File: config.mk
export PLATFORM = sky130hd
export DESIGN_NAME = command_frame_parser
export DESIGN_NICKNAME = d
export VERILOG_FILES = /design/src/hw/rtl/cfp_pkg.sv /design/src/hw/rtl/command_frame_parser.sv /design/src/hw/rtl/cfp_ctrl.sv /design/src/hw/rtl/cfp_datapath.sv
export SDC_FILE = /design/constraint.sdc
export NUM_CORES = 1
export LEC_CHECK = 0
export BUFFER_PORTS_ARGS = -buffer_cell sky130_fd_sc_hd__buf_2
export CAP_MARGIN = 20
export CORE_MARGIN = 2
export CORE_UTILIZATION = 40
export CTS_BUF_LIST = sky130_fd_sc_hd__clkbuf_8
export CTS_CLUSTER_SIZE = 30
export DETAILED_ROUTE_END_ITERATION = 10
export SLEW_MARGIN = 25
export SYNTH_ARGS = -nofsm -noshare
export SYNTH_HDL_FRONTEND = slang
export SYNTH_SLANG_ARGS = --single-unit
export TNS_END_PERCENT = 30
File: constraint.sdc
create_clock -name clock -period 7.4 [get_ports clock]
set_input_delay 0.74 -clock clock [delete_from_list [all_inputs] [get_ports clock]]
set_output_delay 0.74 -clock clock [all_outputs]
set_load 0.03 [all_outputs]
File: src/hw/rtl/cfp_pkg.sv
// Shared types, constants and helpers for the command frame parser.
package cfp_pkg;

   localparam int PAYLOAD_MAX = 8;
   localparam int STORE_AW    = 3;

   localparam logic [7:0] START_MARK = 8'h3E;

   localparam logic [7:0] CMD_X = 8'h58;
   localparam logic [7:0] CMD_P = 8'h50;
   localparam logic [7:0] CMD_S = 8'h53;
   localparam logic [7:0] CMD_E = 8'h45;
   localparam logic [7:0] CMD_M = 8'h4D;
   localparam logic [7:0] CMD_C = 8'h43;
   localparam logic [7:0] CMD_W = 8'h57;
   localparam logic [7:0] CMD_R = 8'h52;
   localparam logic [7:0] CMD_L = 8'h4C;
   localparam logic [7:0] CMD_H = 8'h48;

   typedef enum logic [2:0] {
      ST_WAIT,
      ST_CMD,
      ST_LEN,
      ST_DATA,
      ST_EMIT
   } parse_state_type;

   // controller -> datapath
   typedef struct packed {
      logic latch_cmd;
      logic latch_len;
      logic clear_count;
      logic store_byte;
      logic emit_load;
   } ctl_cmd_type;

   // datapath -> controller
   typedef struct packed {
      logic is_marker;
      logic is_cmd;
      logic len_big;
      logic len_zero;
      logic data_done;
      logic emit_last;
      logic out_free;
   } ctl_status_type;

   function automatic logic is_command(input logic [7:0] b);
      logic hit;
      case (b) inside
         CMD_X, CMD_P, CMD_S, CMD_E, CMD_M,
         CMD_C, CMD_W, CMD_R, CMD_L, CMD_H: hit = 1'b1;
         default:                           hit = 1'b0;
      endcase
      return hit;
   endfunction

endpackage

File: src/hw/rtl/command_frame_parser.sv
// Top level of the command frame parser: byte-serial framer with payload read-out.
// Throughput: one received byte per cycle while a frame is being parsed.
// Read-out: after a frame's final byte the framer enters its read-out state, then
// loads one beat per cycle into the output register unless the receiver stalls,
// one per payload byte (one for a zero-length frame); input stalls until the last loads.
// Reset: synchronous, active high; the framer returns to waiting for '>'.
module command_frame_parser (
   input  logic       clock,
   input  logic       reset,
   input  logic       req_valid,
   output logic       req_stall,
   input  logic [7:0] req_rx_byte,
   output logic       rsp_valid,
   input  logic       rsp_stall,
   output logic [7:0] rsp_command,
   output logic [3:0] rsp_frame_length,
   output logic [2:0] rsp_payload_index,
   output logic [7:0] rsp_payload_value,
   output logic       rsp_has_value,
   output logic       rsp_last
);

   // controller drives commands, datapath reports byte classes and read-out progress
   cfp_pkg::ctl_cmd_type    cmd;
   cfp_pkg::ctl_status_type status;

   // sequence the frame: marker, command letter, length, payload, read-out
   cfp_ctrl u_ctrl (
      .clock     (clock),
      .reset     (reset),
      .req_valid (req_valid),
      .req_stall (req_stall),
      .status    (status),
      .cmd       (cmd)
   );

   // hold the frame fields and payload; drive result beats from the output register
   cfp_datapath u_datapath (
      .clock             (clock),
      .reset             (reset),
      .req_rx_byte       (req_rx_byte),
      .cmd               (cmd),
      .status            (status),
      .rsp_valid         (rsp_valid),
      .rsp_stall         (rsp_stall),
      .rsp_command       (rsp_command),
      .rsp_frame_length  (rsp_frame_length),
      .rsp_payload_index (rsp_payload_index),
      .rsp_payload_value (rsp_payload_value),
      .rsp_has_value     (rsp_has_value),
      .rsp_last          (rsp_last)
   );

endmodule

File: src/hw/rtl/cfp_ctrl.sv
// Framer state machine: sequences marker, command, length, payload and read-out.
module cfp_ctrl (
   input  logic                   clock,
   input  logic                   reset,
   input  logic                   req_valid,
   output logic                   req_stall,
   input  cfp_pkg::ctl_status_type status,
   output cfp_pkg::ctl_cmd_type   cmd
);

   cfp_pkg::parse_state_type state_ff, state_in;
   logic accept;

   assign req_stall = (state_ff == cfp_pkg::ST_EMIT);
   assign accept    = req_valid && !req_stall;

   always_ff @(posedge clock) begin
      if (reset) begin
         state_ff <= cfp_pkg::ST_WAIT;
      end else begin
         state_ff <= state_in;
      end
   end

   // next state
   always_comb begin
      state_in = state_ff;
      case (state_ff)
         cfp_pkg::ST_WAIT: begin
            if (accept && status.is_marker) state_in = cfp_pkg::ST_CMD;
         end
         cfp_pkg::ST_CMD: begin
            if (accept) state_in = status.is_cmd ? cfp_pkg::ST_LEN : cfp_pkg::ST_WAIT;
         end
         cfp_pkg::ST_LEN: begin
            if (accept) begin
               if (status.len_big)       state_in = cfp_pkg::ST_WAIT;
               else if (status.len_zero) state_in = cfp_pkg::ST_EMIT;
               else                      state_in = cfp_pkg::ST_DATA;
            end
         end
         cfp_pkg::ST_DATA: begin
            if (accept && status.data_done) state_in = cfp_pkg::ST_EMIT;
         end
         cfp_pkg::ST_EMIT: begin
            if (status.out_free && status.emit_last) state_in = cfp_pkg::ST_WAIT;
         end
         default: state_in = cfp_pkg::ST_WAIT;
      endcase
   end

   // datapath commands
   always_comb begin
      cmd = '0;
      case (state_ff)
         cfp_pkg::ST_CMD: begin
            cmd.latch_cmd = accept && status.is_cmd;
         end
         cfp_pkg::ST_LEN: begin
            cmd.clear_count = accept;
            cmd.latch_len   = accept && !status.len_big;
         end
         cfp_pkg::ST_DATA: begin
            cmd.store_byte = accept;
         end
         cfp_pkg::ST_EMIT: begin
            cmd.emit_load = status.out_free;
         end
         default: cmd = '0;
      endcase
   end

endmodule

File: src/hw/rtl/cfp_datapath.sv
// Frame registers, payload store and result output register.
module cfp_datapath (
   input  logic                   clock,
   input  logic                   reset,
   input  logic [7:0]             req_rx_byte,
   input  cfp_pkg::ctl_cmd_type   cmd,
   output cfp_pkg::ctl_status_type status,
   output logic                   rsp_valid,
   input  logic                   rsp_stall,
   output logic [7:0]             rsp_command,
   output logic [3:0]             rsp_frame_length,
   output logic [2:0]             rsp_payload_index,
   output logic [7:0]             rsp_payload_value,
   output logic                   rsp_has_value,
   output logic                   rsp_last
);

   logic [7:0] held_command_ff;
   logic [3:0] declared_length_ff;
   logic [3:0] byte_count_ff, byte_count_in;
   logic [3:0] emit_idx_ff, emit_idx_in;
   logic [7:0] store_ff [cfp_pkg::PAYLOAD_MAX];

   logic       rsp_valid_ff;
   logic [7:0] out_command_ff;
   logic [3:0] out_length_ff;
   logic [2:0] out_index_ff;
   logic [7:0] out_value_ff;
   logic       out_has_ff;
   logic       out_last_ff;

   logic has_payload;

   assign byte_count_in = 4'(byte_count_ff + 4'd1);
   assign emit_idx_in   = 4'(emit_idx_ff + 4'd1);
   assign has_payload   = (declared_length_ff != 4'd0);

   always_comb begin
      status.is_marker = (req_rx_byte == cfp_pkg::START_MARK);
      status.is_cmd    = cfp_pkg::is_command(req_rx_byte);
      status.len_big   = (req_rx_byte > 8'(cfp_pkg::PAYLOAD_MAX));
      status.len_zero  = (req_rx_byte == 8'd0);
      status.data_done = (byte_count_in == declared_length_ff)
                         || (byte_count_in >= 4'(cfp_pkg::PAYLOAD_MAX));
      status.emit_last = !has_payload || (emit_idx_in == byte_count_ff);
      status.out_free  = !rsp_valid_ff || !rsp_stall;
   end

   always_ff @(posedge clock) begin
      if (reset) begin
         held_command_ff    <= '0;
         declared_length_ff <= '0;
         byte_count_ff      <= '0;
         emit_idx_ff        <= '0;
      end else begin
         if (cmd.latch_cmd) held_command_ff <= req_rx_byte;
         if (cmd.latch_len) declared_length_ff <= req_rx_byte[3:0];
         if (cmd.clear_count) begin
            byte_count_ff <= '0;
            emit_idx_ff   <= '0;
         end else begin
            if (cmd.store_byte) byte_count_ff <= byte_count_in;
            if (cmd.emit_load)  emit_idx_ff   <= emit_idx_in;
         end
      end
   end

   // payload store, written in order during the data phase
   always_ff @(posedge clock) begin
      if (cmd.store_byte) begin
         store_ff[byte_count_ff[cfp_pkg::STORE_AW-1:0]] <= req_rx_byte;
      end
   end

   always_ff @(posedge clock) begin
      if (reset) begin
         rsp_valid_ff <= 1'b0;
      end else if (cmd.emit_load) begin
         rsp_valid_ff <= 1'b1;
      end else if (!rsp_stall) begin
         rsp_valid_ff <= 1'b0;
      end
   end

   always_ff @(posedge clock) begin
      if (cmd.emit_load) begin
         out_command_ff <= held_command_ff;
         out_length_ff  <= declared_length_ff;
         out_index_ff   <= emit_idx_ff[2:0];
         out_value_ff   <= has_payload ? store_ff[emit_idx_ff[2:0]] : 8'd0;
         out_has_ff     <= has_payload;
         out_last_ff    <= status.emit_last;
      end
   end

   assign rsp_valid         = rsp_valid_ff;
   assign rsp_command       = out_command_ff;
   assign rsp_frame_length  = out_length_ff;
   assign rsp_payload_index = out_index_ff;
   assign rsp_payload_value = out_value_ff;
   assign rsp_has_value     = out_has_ff;
   assign rsp_last          = out_last_ff;

endmodule

# == Word level (Yosys, flattened, before mapping) ==
# Memories as Yosys holds them, arrays and structs flattened. A register that Yosys moved wholly into a read port is not among the register bits.
# Index checks and enable logic that the tools add are counted.
# classes
n_lt_le_gt_ge,2
muxes,18
eq_ne,23
addsub,2
n_reduce_logical,21
# ops
operator,count
"8-bit by 7-bit == test with 1-bit output, second input constant",10
3-bit 2-to-1 mux,7
3-bit case mux with 5 select lines,1
"2-bit by 1-bit != test with 1-bit output, second input constant",5
10-bit OR reduction,1
"4-bit by 1-bit adder with 4-bit output, second input constant",2
4-bit == test,2
"8-bit by 6-bit == test with 1-bit output, second input constant",1
"8-bit by 4-bit > comparator with 1-bit output, second input constant",1
8-bit logical NOT,1
1-bit 2-to-1 mux,8
"3-bit by 2-bit == test with 1-bit output, second input constant",2
1-bit logical AND,6
1-bit logical NOT,6
5-bit AND reduction,1
"4-bit greater-or-equal comparator, second input constant",1
2-bit 2-to-1 mux,2
4-bit nonzero test,1
"3-bit by 1-bit == test with 1-bit output, second input constant",1
"3-bit == test, second input constant",1
3-bit logical NOT,1
1-bit logical OR,3
"2-bit != test, second input constant",1
2-bit OR reduction,1
# word_totals
register_bits,41
in_bits,12
elab_cells,78
output_inout_bits,27
mem_count,1
mem_bits_rw,64
# memory_table
name,depth,word_bits,rd,rd_ports_with_merged_regs,wr,line,text
u_datapath.store_ff,8,8,1,1,1,cfp_datapath.sv:22,logic [7:0] store_ff [cfp_pkg::PAYLOAD_MAX];

# == Longest topological paths before layout ==
# Gate-level depths: netlist (run 1).
# depth
ltp_word,6
mapped_depth,6
ltp_nobuf,6

# == By module ==
# Synthesis (run 1) repeated with hierarchy kept, for this count alone.
# hier_totals
hier_cells,319
hier_area_um2,4609.4
# by_module_without_submodules
mod,area_each_um2,cells_each,n_inst
cfp_datapath,4339.2,282,1
cfp_ctrl,270.3,37,1

# == Least setup slack after synthesis (run 1) ==
# Ideal clock, no wire load.
# synth_path
kind,in2reg
startpoint,input port rsp_stall
endpoint,register u_datapath.emit_idx_ff[2]
n_path_buf,0
path_slack_ps,3947
setup_ps,133
t_arrival_ps,3321
cell_stages,5
required_ps,7267
cell_sequence,and2_1 > nor3_1 > nand2_1 > xor2_1 > nor2_1
# synth_lines
element,line,text
start: declaration,command_frame_parser.sv:14,"input logic rsp_stall,"
end signal: assignment,cfp_datapath.sv:63,if (cmd.emit_load) emit_idx_ff <= emit_idx_in;
end: declaration,cfp_datapath.sv:21,"logic [3:0] emit_idx_ff, emit_idx_in;"

# == Final worst setup path (run 1) ==
# layout_path
startpoint,register u_datapath.emit_idx_ff[1]
endpoint,register u_ctrl.state_ff[1]
# layout_between
elab_chain_cells,6
# layout_rtl
element,line,text
4-bit by 1-bit adder with 4-bit output,cfp_datapath.sv:35,assign emit_idx_in = 4'(emit_idx_ff + 4'd1);
net u_datapath.emit_idx_in[1],cfp_datapath.sv:21,
4-bit == test,cfp_datapath.sv:45,status.emit_last = !has_payload || (emit_idx_in == byte_count_ff);
1-bit logical OR,cfp_datapath.sv:45,
1-bit logical AND,cfp_ctrl.sv:46,if (status.out_free && status.emit_last) state_in = cfp_pkg::ST_WAIT;
2-bit != test (no source line),-,
5-bit AND reduction (no source line),-,
end signal: assignment,cfp_ctrl.sv:19,state_ff <= cfp_pkg::ST_WAIT;
end signal: assignment,cfp_ctrl.sv:21,state_ff <= state_in;
end: declaration,cfp_ctrl.sv:11,"cfp_pkg::parse_state_type state_ff, state_in;"
# The timed path passes the listed nets, and every way through them passes these cells.
# A chain may end at the register's enable or synchronous reset.

==> run metrics, run 1 <==
Post-synth EDFFs=slightly below 90; CTS tree=yes; YS warnings=0; asr flop ratio synth=0; number of antenna diodes=0; Final Skew=0.00779 ns; area of the die=between 10,000 and 15,000 µm²; first-pass GRT wire length=about 13 mm; FILL cells=around 950; placed cell area=4870 µm²; initial DRC count=130; setup bufs post-CTS=0; Reg-to-Reg End=u_ctrl.state_ff[1]; Relative slew margins=0.379; max cap viols=0; effective utilization at floorplan=0.414; Final Util=0.481; reg2reg start=u_datapath.emit_idx_ff[1]; max incr delay on CP=just over 0.9 ns; Seq cells post-synth=approximately 110; gpl congestion=0.819; Nets=341; Setup violations, final=0; Clk Latency, worst-skew pair=0.42 ns; DP Wirelength=5.50 mm; Worst Setup End Kind=register; Avg Inst Size Synth=16.3 µm²; CTS Hold Bufs=0; worst setup path startpoint=u_datapath.emit_idx_ff[1]; fraction of the yosys area taken by sequential cells=0.697; Die Y=110 µm; Critical Path Sink=u_ctrl.state_ff[1]; WL/cell=~18 µm; CP max stage cell=dfxtp_1; grt ovf=0; critical path class=reg -> reg; RSZ-0062 raised after global routing=false; CP startpoint kind=register; worst path arrival time=approximately 2.8 ns; H-tree depth reported by CTS=4; DRC=0; largest net degree at the start of global routing=25; Final Hold Fails=0; Overall Global Routing Usage=0.158; Cell Chain, Critical Path=ha_1, xor2_1, nor3_1, a31oi_1, a21oi_1, mux2_1; Post-DRT Antenna Nets=0; Pwr Total=~1.3 mW; clock root cell=clkbuf_8; final number of max-transition violations=0; layout cell share with drive strength beyond 1=0.276; Reg clk slew, reported paths=~0.06 ns; Syn Inst Count=between 200 and 300; via count=2,477; Cell Pwr Density=239 nW/µm²; Final Cycle Share=0.332; Vias/cell=approximately 5.2; CTS max path bufs=2; Leak=1.83 nW; Cell Rows=38; Worst Path Required=approximately 7.7 ns; Tmin final=2.46 ns; Max FO, Critical Path=20; Max Fclk=between 400 and 500 MHz; number of I/O pins=39; CTS Sinks=~110; Slew @ Worst Pin=just over 0.9 ns; total CTS buffers=17; first drt pass iteration count=4; R2R setup slack=around 4.9 ns; core area=~11,000 µm²; PostCTS Resize Cnt=0; Post-synth top flop=edfxtp_1; status=finished, final reports clean; maximum VDD drop=0.000118 V; die width=110 µm; initial antenna violation count=0; PortBufs=38; area of the mapped netlist=~4500 µm²; setup TNS=0 ns; Final Cell Area=roughly 5300 µm²; Yosys cell types=43; Worst R2R Path Depth=6; Min Hold Slack=approximately 0.44 ns; Hold WC Path Type=reg -> reg; vias in the first global route=2,504; Post-Syn Nets=~290; Routed WL=approximately 8.4 mm; Area Overhead vs Synth=16.3%
## registers in the layout, summed over array words and instances, names as in the netlist
| signal | count |
|---|---|
| u_datapath.rsp_payload_index | 3 |
| u_datapath.store_ff | 64 |
| u_datapath.rsp_has_value | 1 |
| u_datapath.rsp_command | 8 |
| u_datapath.held_command_ff | 8 |
| u_datapath.rsp_payload_value | 8 |
| u_datapath.declared_length_ff | 4 |
| u_datapath.rsp_last | 1 |
| u_datapath.rsp_frame_length | 4 |
| u_datapath.emit_idx_ff | 4 |
| u_datapath.byte_count_ff | 4 |
| u_datapath.rsp_valid | 1 |
| u_ctrl.state_ff | 3 |
## stage by stage
step,cells,worst slack [ns]
final,480,4.94
after global routing,480,4.80
after CTS,480,4.74
after detailed placement,448,4.65
after global placement,448,4.77
after floorplan,277,3.95
## worst max-delay path, delay by kind of cell, from the launching register on
kind / cells / cell delay, ns
AO/OA/AOI/OAI: 2 / 0.26
XOR/XNOR: 1 / 0.15
adder cells (fa/ha/maj): 1 / 0.40
flip-flops: 1 / 0.93
multiplexers: 1 / 0.32
AND/OR/NAND/NOR: 1 / 0.27
## layer usage
layer  vias to the layer above  wire length (µm)  global-route usage
met1                      1228              3780               0.216
met3                        10               463              0.0488
met4                         0               114              0.0723
met2                        70              4040               0.233
li1                       1169                 -                   -
met5                         -                 0                   0
## area by class of cell
cell class	count	area, µm²	area share
Sequential cell	113	3150	0.600
Timing Repair Buffer	41	213	0.0404
Multi-Input combinational cell	150	1320	0.250
Clock buffer	17	234	0.0445
Clock inverter	15	153	0.0290
Tap cell	140	175	0.0333
Inverter	4	15.0	0.00286
## cells in the mapped netlist (3+ instances only)
master    instances  area (µm²)
nand2b_1          3        18.8
xor2_1            6        52.6
a21oi_1           5        25.0
nand3_1           5        25.0
nor2b_1           3        18.8
edfxtp_1         89        2670
nand2_1           8        30.0
buf_2             3        15.0
dfxtp_1          24         480
nor3_1            4        20.0
and3_1            3        18.8
o21ai_0           3        15.0
nand4_1           3        18.8
mux2i_1          18         180
inv_1             4        15.0
mux4_2           16         360
nor2_1           35         131
xnor2_1           8        70.1
clkbuf_1          6        22.5
## kinds of logic after synthesis
family / share of synthesized area
compound gates: 0.0337
xor+xnor: 0.0376
fa+ha+maj: 0.00553
simple gates: 0.0899
mux: 0.122
buf+inv: 0.0141
flops: 0.697
## layout by cell type (no fill, tap or decap), drive strengths merged, types with 4 or more instances in the layout
cell	count
edfxtp	89
buf	41
nor2	35
dfxtp	24
mux2i	18
clkbuf	17
mux4	16
nand2	8
xnor2	8
inv	7
clkinv	7
xor2	6
a21oi	6
nand3	5
o21ai	4
nor3	4
nor4	4
## power breakdown
part           switching, mW  leakage (nW)  internal, mW  total, mW
clock network          0.231         0.204         0.324      0.555
logic                 0.0153         0.622       0.00421     0.0195
registers          0.0000817          1.00         0.681      0.681
## how the worst min path moves through the flow
stage,startpoint,to,slack (ns),depth (start not counted)
after floorplan,u_datapath.held_command_ff[5],u_datapath.rsp_command[5],0.40,0
after global placement,u_datapath.held_command_ff[6],u_datapath.rsp_command[6],0.41,0
final,u_datapath.held_command_ff[6],u_datapath.rsp_command[6],0.44,0
after global routing,u_datapath.held_command_ff[6],u_datapath.rsp_command[6],0.45,0
after CTS,u_datapath.held_command_ff[2],u_datapath.rsp_command[2],0.43,0
after detailed placement,u_datapath.held_command_ff[5],u_datapath.rsp_command[5],0.42,0
Power figures use the tool's default switching activity.
==> run 2, diff against run 1 <==
clock period = 2.4 ns   (was 7.4 ns; I/O delays follow)
==> run 2 against run 1 <==
Compared with the run above: setup slack got worse by 4.6 ns; register-to-register slack got worse by 4.6 ns; worst hold slack got worse by 0.27 ns; clock-buffer cell count did not move; via count rose by 1.0%; global-route usage up 0.075 points; design area rose by 2.8%; combinational power grew to 3.0 times the previous value; wire length increased by 2.2%; sequential cell count stayed put; clock power grew to 3.3 times the previous value; sequential share of layout area down 1.6 points; critical path type unchanged; critical endpoint unchanged; largest cell class unchanged; largest power group unchanged; highest routed layer unchanged.
==> run metrics, run 2 (synthesis results as in run 1) <==
routed length on met3=446 µm (-3.7%); Final Util=0.494 (+0.0133); clock root cell=clkbuf_8; critical path class=reg -> reg; number of I/O pins=39 (unchanged); layout cell share with drive strength beyond 1=0.309 (+0.0325); setup TNS=0 ns (unchanged); gpl congestion=0.840 (+2.6%); CTS Sinks=113 (unchanged); Clock power frac=0.458 (+0.016); Clk Latency, worst-skew pair=0.42 ns (about the same); initial antenna violation count=0 (unchanged); Final Cycle Share=0.876 (+0.544); internal power=3.22 mW (+220%); Overall Global Routing Usage=0.159 (+0.000753); initial DRC count=151 (+16%); total area of sequential cells=3150 µm² (unchanged); fin worst setup slack=0.298 ns (-4.65 ns); Final Skew=0.0105 ns (+0.00275 ns); status=finished, final reports clean; Vias/cell=5.05 (-2.2%); H-tree depth reported by CTS=4 (unchanged); Routed WL=8.59 mm (+2.2%); Top Layer Used=met4; Max FO, Critical Path=9 (-55%); Tmin final=2.10 ns (-0.353 ns); Hold WC Path Type=in -> reg; Nets=357 (+4.7%); Comb power frac=0.015 (about the same); Area Overhead vs Synth=19.5%; Final Hold Fails=0 (unchanged); Met2 Wirelength=4.30 mm (+6.3%); DP Wirelength=5.70 mm (+3.6%); largest net degree at the start of global routing=23 (-8.0%); via count=2,503 (+1.0%); area of the die=12,200 µm² (unchanged); CTS max path bufs=2 (unchanged); final number of max-transition violations=0 (unchanged); maximum VDD drop=0.000345 V (+190%); effective utilization at floorplan=0.414 (unchanged); Cell Pwr Density=738 nW/µm² (+210%); first drt pass iteration count=4 (unchanged); Relative slew margins=0.566 (+0.187); setup bufs post-CTS=0 (unchanged); most frequent cells in the layout=edfxtp_1 (89), buf_2 (38), nor2_1 (35); Max Fclk=476 MHz (+17%); max cap viols=0 (unchanged); CP startpoint kind=register; WL/cell=17.3 µm (-1.1%); PostCTS Resize Cnt=0 (unchanged); first-pass GRT wire length=13.5 mm (unchanged); Cell Rows=38 (unchanged); sequential power share=0.527 (-0.016); worst path arrival time=2.41 ns (-0.35 ns); RSZ-0062 raised after global routing=false; Worst Path Required=2.71 ns (-4.99 ns); Reg clk slew, reported paths=0.07 ns (about the same); Post-DRT Antenna Nets=0 (unchanged); CTS tree=yes; pre-CTS setup slack=0.323 ns (-4.33 ns); die width=110 µm (unchanged); routed length on met1=3.75 mm (-0.90%); core area=10,900 µm² (unchanged); Die Y=110 µm (unchanged); leading cell type in the layout, fill and taps excluded=edfxtp_1; vias in the first global route=2,531 (+1.1%); number of antenna diodes=0 (unchanged); CTS Hold Bufs=0 (unchanged); Setup violations, final=0 (unchanged); Worst Setup End Kind=register; FILL cells=931 (-1.5%); grt ovf=0 (unchanged); max FFs per register=64 (unchanged); Sw Ratio=0.192 (-0.00370); PortBufs=38 (unchanged); Slew @ Worst Pin=0.646 ns (-0.283 ns); DRC=0 (unchanged); area of the multi-input gates=1320 µm² (about the same); switching pwr=767 µW (+210%); Leak=1.92 nW (+5.3%); total CTS buffers=17 (unchanged)
-- run 2: changes by cell type in the layout (fill, tap and decap cells not counted), sizes merged --
| cell | change |
|---|---|
| clkinvlp | -1 |
| bufinv | +1 |
| buf | +16 |
-- run 2: worst paths after layout --
path | startpoint | endpoint | slack (ns) | cells after the start
worst min register to register | u_datapath.held_command_ff[6] | u_datapath.rsp_command[6] | 0.43 | 0
worst min-delay path | reset | u_datapath.declared_length_ff[2] | 0.17 | 2
worst max-delay path | u_datapath.byte_count_ff[1] | u_ctrl.state_ff[1] | 0.30 | 6
worst max register to register | u_datapath.byte_count_ff[1] | u_ctrl.state_ff[1] | 0.30 | 6
-- run 2: area by class of cell --
class	instances	share of cell area
clock inverter	15	0.0326
clock buffer	17	0.0433
tap	140	0.0324
multi-input combinational	150	0.244
timing repair buffer	57	0.0616
inverter	4	0.00278
sequential	113	0.583
-- run 2: per-stage QoR --
stage               area, µm²  power (mW)  hold slack [ns]  cells
finish                   5400        3.99            0.170    496
global route             5400        4.12            0.156    496
CTS                      5400        4.03            0.140    496
detailed placement       4990        2.20            0.415    464
global placement         4990        2.20            0.414    464
floorplan                4530        2.16            0.302    277
-- run 2: critical path, cell delays in order, from the launching register on --
cell,delay (ns)
dfxtp_1,0.50
ha_1,0.32
xor2_1,0.18
nor4_2,0.31
o311ai_4,0.15
a21oi_1,0.19
mux2_1,0.33
-- run 2: layer usage --
layer / vias to the layer above / GRT usage
li1: 1201 / -
met3: 7 / 0.0529
met5: - / 0
met1: 1232 / 0.195
met4: 0 / 0.0634
met2: 63 / 0.260
-- run 2: power groups by stage --
stage | clock network (mW) | logic, mW | registers, mW
detailed placement | 0 | 0.0595 | 2.14
floorplan | 0 | 0.0167 | 2.14
global route | 1.95 | 0.0652 | 2.10
finish | 1.83 | 0.0589 | 2.10
CTS | 1.87 | 0.0595 | 2.10
global placement | 0 | 0.0576 | 2.14
==> run 3, diff against run 2 <==
REMOVE_ABC_BUFFERS = 1   (was default)
==> run 3 against run 2 <==
Compared with the run above: via count decreased by 0.20%; setup slack got worse by 0.025 ns; register-to-register slack got worse by 0.02 ns; clock-buffer cell count increased by 7; worst hold slack improved by 0.0017 ns; highest routed layer unchanged; critical path depth unchanged; global-route usage increased by 0.41 points; total power decreased by 3.2%.
==> run metrics, run 3 (synthesis results as in run 1) <==
worst setup path startpoint=u_datapath.byte_count_ff[1]; Final Hold Fails=0 (unchanged); initial antenna violation count=0 (unchanged); Setup violations, final=0 (unchanged); Worst Setup End Kind=register; CTS Sinks=113 (unchanged); Worst R2R Path Depth=6 (unchanged); routed length on met1=4.06 mm (+8.3%); core area=10,900 µm² (unchanged); Overall Global Routing Usage=0.163 (+0.00408); routed length on met3=408 µm (-8.5%); Placed Cells=461 (-0.65%); Top Layer Used=met4; Max FO, Critical Path=9 (unchanged); initial DRC count=169 (+12%); effective utilization at floorplan=0.414 (unchanged); first drt pass iteration count=4 (unchanged); maximum VDD drop=0.000288 V (-16%); Final Cell Area=5360 µm² (-0.86%); first-pass GRT wire length=13.9 mm (+3.3%); Slew @ Worst Pin=0.677 ns (+0.0311 ns); CTS tree=yes; Reg-to-Reg End=u_ctrl.state_ff[1]; vias in the first global route=2,525 (-0.24%); CTS Hold Bufs=0 (unchanged); CP startpoint kind=register; Leak=1.90 nW (-1.1%); PostCTS Resize Cnt=0 (unchanged); pre-CTS setup slack=0.297 ns (-0.0261 ns); largest net degree at the start of global routing=29 (+26%); die width=110 µm (unchanged); max FFs per register=64 (unchanged); area of the die=12,200 µm² (unchanged); WL/cell=18.0 µm (+3.8%); status=finished, final reports clean; fin cells=493 (-0.60%); Final Skew=0.0151 ns (+0.00456 ns); Tmin final=2.13 ns (+0.0250 ns); DRC=0 (unchanged); Routed WL=8.86 mm (+3.2%); Post-DRT Antenna Nets=0 (unchanged); number of antenna diodes=0 (unchanged); RSZ-0062 raised after global routing=false; Nets=354 (-0.84%); Final Cycle Share=0.886 (+0.0104); fin worst setup slack=0.273 ns (-0.0250 ns); CTS max path bufs=2 (unchanged); final number of max-transition violations=0 (unchanged); PortBufs=38 (unchanged); Clk Latency, worst-skew pair=0.43 ns (about the same); FILL cells=969 (+4.1%); Area Overhead vs Synth=18.5%; reg2reg start=u_datapath.byte_count_ff[1]; total CTS buffers=17 (unchanged); leading cell type in the layout, fill and taps excluded=edfxtp_1; Cell Rows=38 (unchanged); Hold WC Path Type=in -> reg; critical path class=reg -> reg; number of I/O pins=39 (unchanged); grt ovf=0 (unchanged); Die Y=110 µm (unchanged); layout cell share with drive strength beyond 1=0.303 (-0.00587); DP Wirelength=5.55 mm (-2.7%); gpl congestion=0.777 (-7.5%); H-tree depth reported by CTS=4 (unchanged); worst path arrival time=2.43 ns (+0.02 ns); most frequent cells in the layout=edfxtp_1 (89), buf_2 (38), nor2_1 (35); Max Fclk=470 MHz (-1.2%); Met2 Wirelength=4.31 mm (+0.42%); clock root cell=clkbuf_8; Reg clk slew, reported paths=0.07 ns (about the same); Critical Path Sink=u_ctrl.state_ff[1]; setup bufs post-CTS=0 (unchanged); Pwr Total=3.86 mW (-3.2%); placed cell area=4960 µm² (-0.58%); Relative slew margins=0.546 (-0.0209); Worst Path Required=2.71 ns (about the same); max cap viols=0 (unchanged); via count=2,498 (-0.20%); Cell Pwr Density=720 nW/µm² (-2.4%); Vias/cell=5.07 (+0.41%); R2R setup slack=0.27 ns (-0.02 ns)
-- run 3: power breakdown --
group          leakage (nW)  switching (mW)  internal (mW)  total (mW)
sequential             1.00       0.0000588           2.10        2.10
clock                 0.216           0.708          0.994        1.70
combinational         0.687          0.0433         0.0131      0.0564
total                  1.90           0.751           3.11        3.86
-- run 3: worst min-delay path by stage --
stage	start	to	slack (ns)	depth (start not counted)
6_report	reset	u_datapath.held_command_ff[4]	0.17	2
3_5_place_dp	u_datapath.held_command_ff[5]	u_datapath.rsp_command[5]	0.41	0
2_1_floorplan	reset	u_ctrl.state_ff[0]	0.30	1
4_1_cts	reset	u_datapath.held_command_ff[3]	0.15	2
3_3_place_gp	u_datapath.held_command_ff[5]	u_datapath.rsp_command[5]	0.41	0
5_1_grt	req_rx_byte[7]	u_datapath.store_ff[6][7]	0.15	1
-- run 3: area by class of cell --
class,instances,area [µm²],area share
sequential,113,3150,0.589
multi-input combinational,150,1310,0.245
clock buffer,24,330,0.0617
timing repair buffer,54,310,0.0579
tap,140,175,0.0327
clock inverter,8,62.6,0.0117
inverter,4,15.0,0.00280
-- run 3: worst max-delay path, cell delays in order (launching register included) --
cell and delay (ns):
dfxtp_1 0.50, ha_1 0.32, xor2_1 0.18, nor4_2 0.33, o311ai_4 0.17, a21oi_1 0.19
mux2_1 0.33
-- run 3: layer usage --
| layer | vias up | track usage |
|---|---|---|
| li1 | 1188 | - |
| met1 | 1238 | 0.218 |
| met2 | 64 | 0.246 |
| met3 | 8 | 0.0541 |
| met4 | 0 | 0.0643 |
| met5 | - | 0 |
-- run 3: stage by stage --
stage                     hold WS (ns)   util  setup TNS, ns
after floorplan                  0.302      -         -22.25
after global placement           0.411  0.454              0
after detailed placement         0.414  0.454              0
after CTS                        0.147  0.490              0
after global routing             0.154  0.490              0
final                            0.172  0.490              0
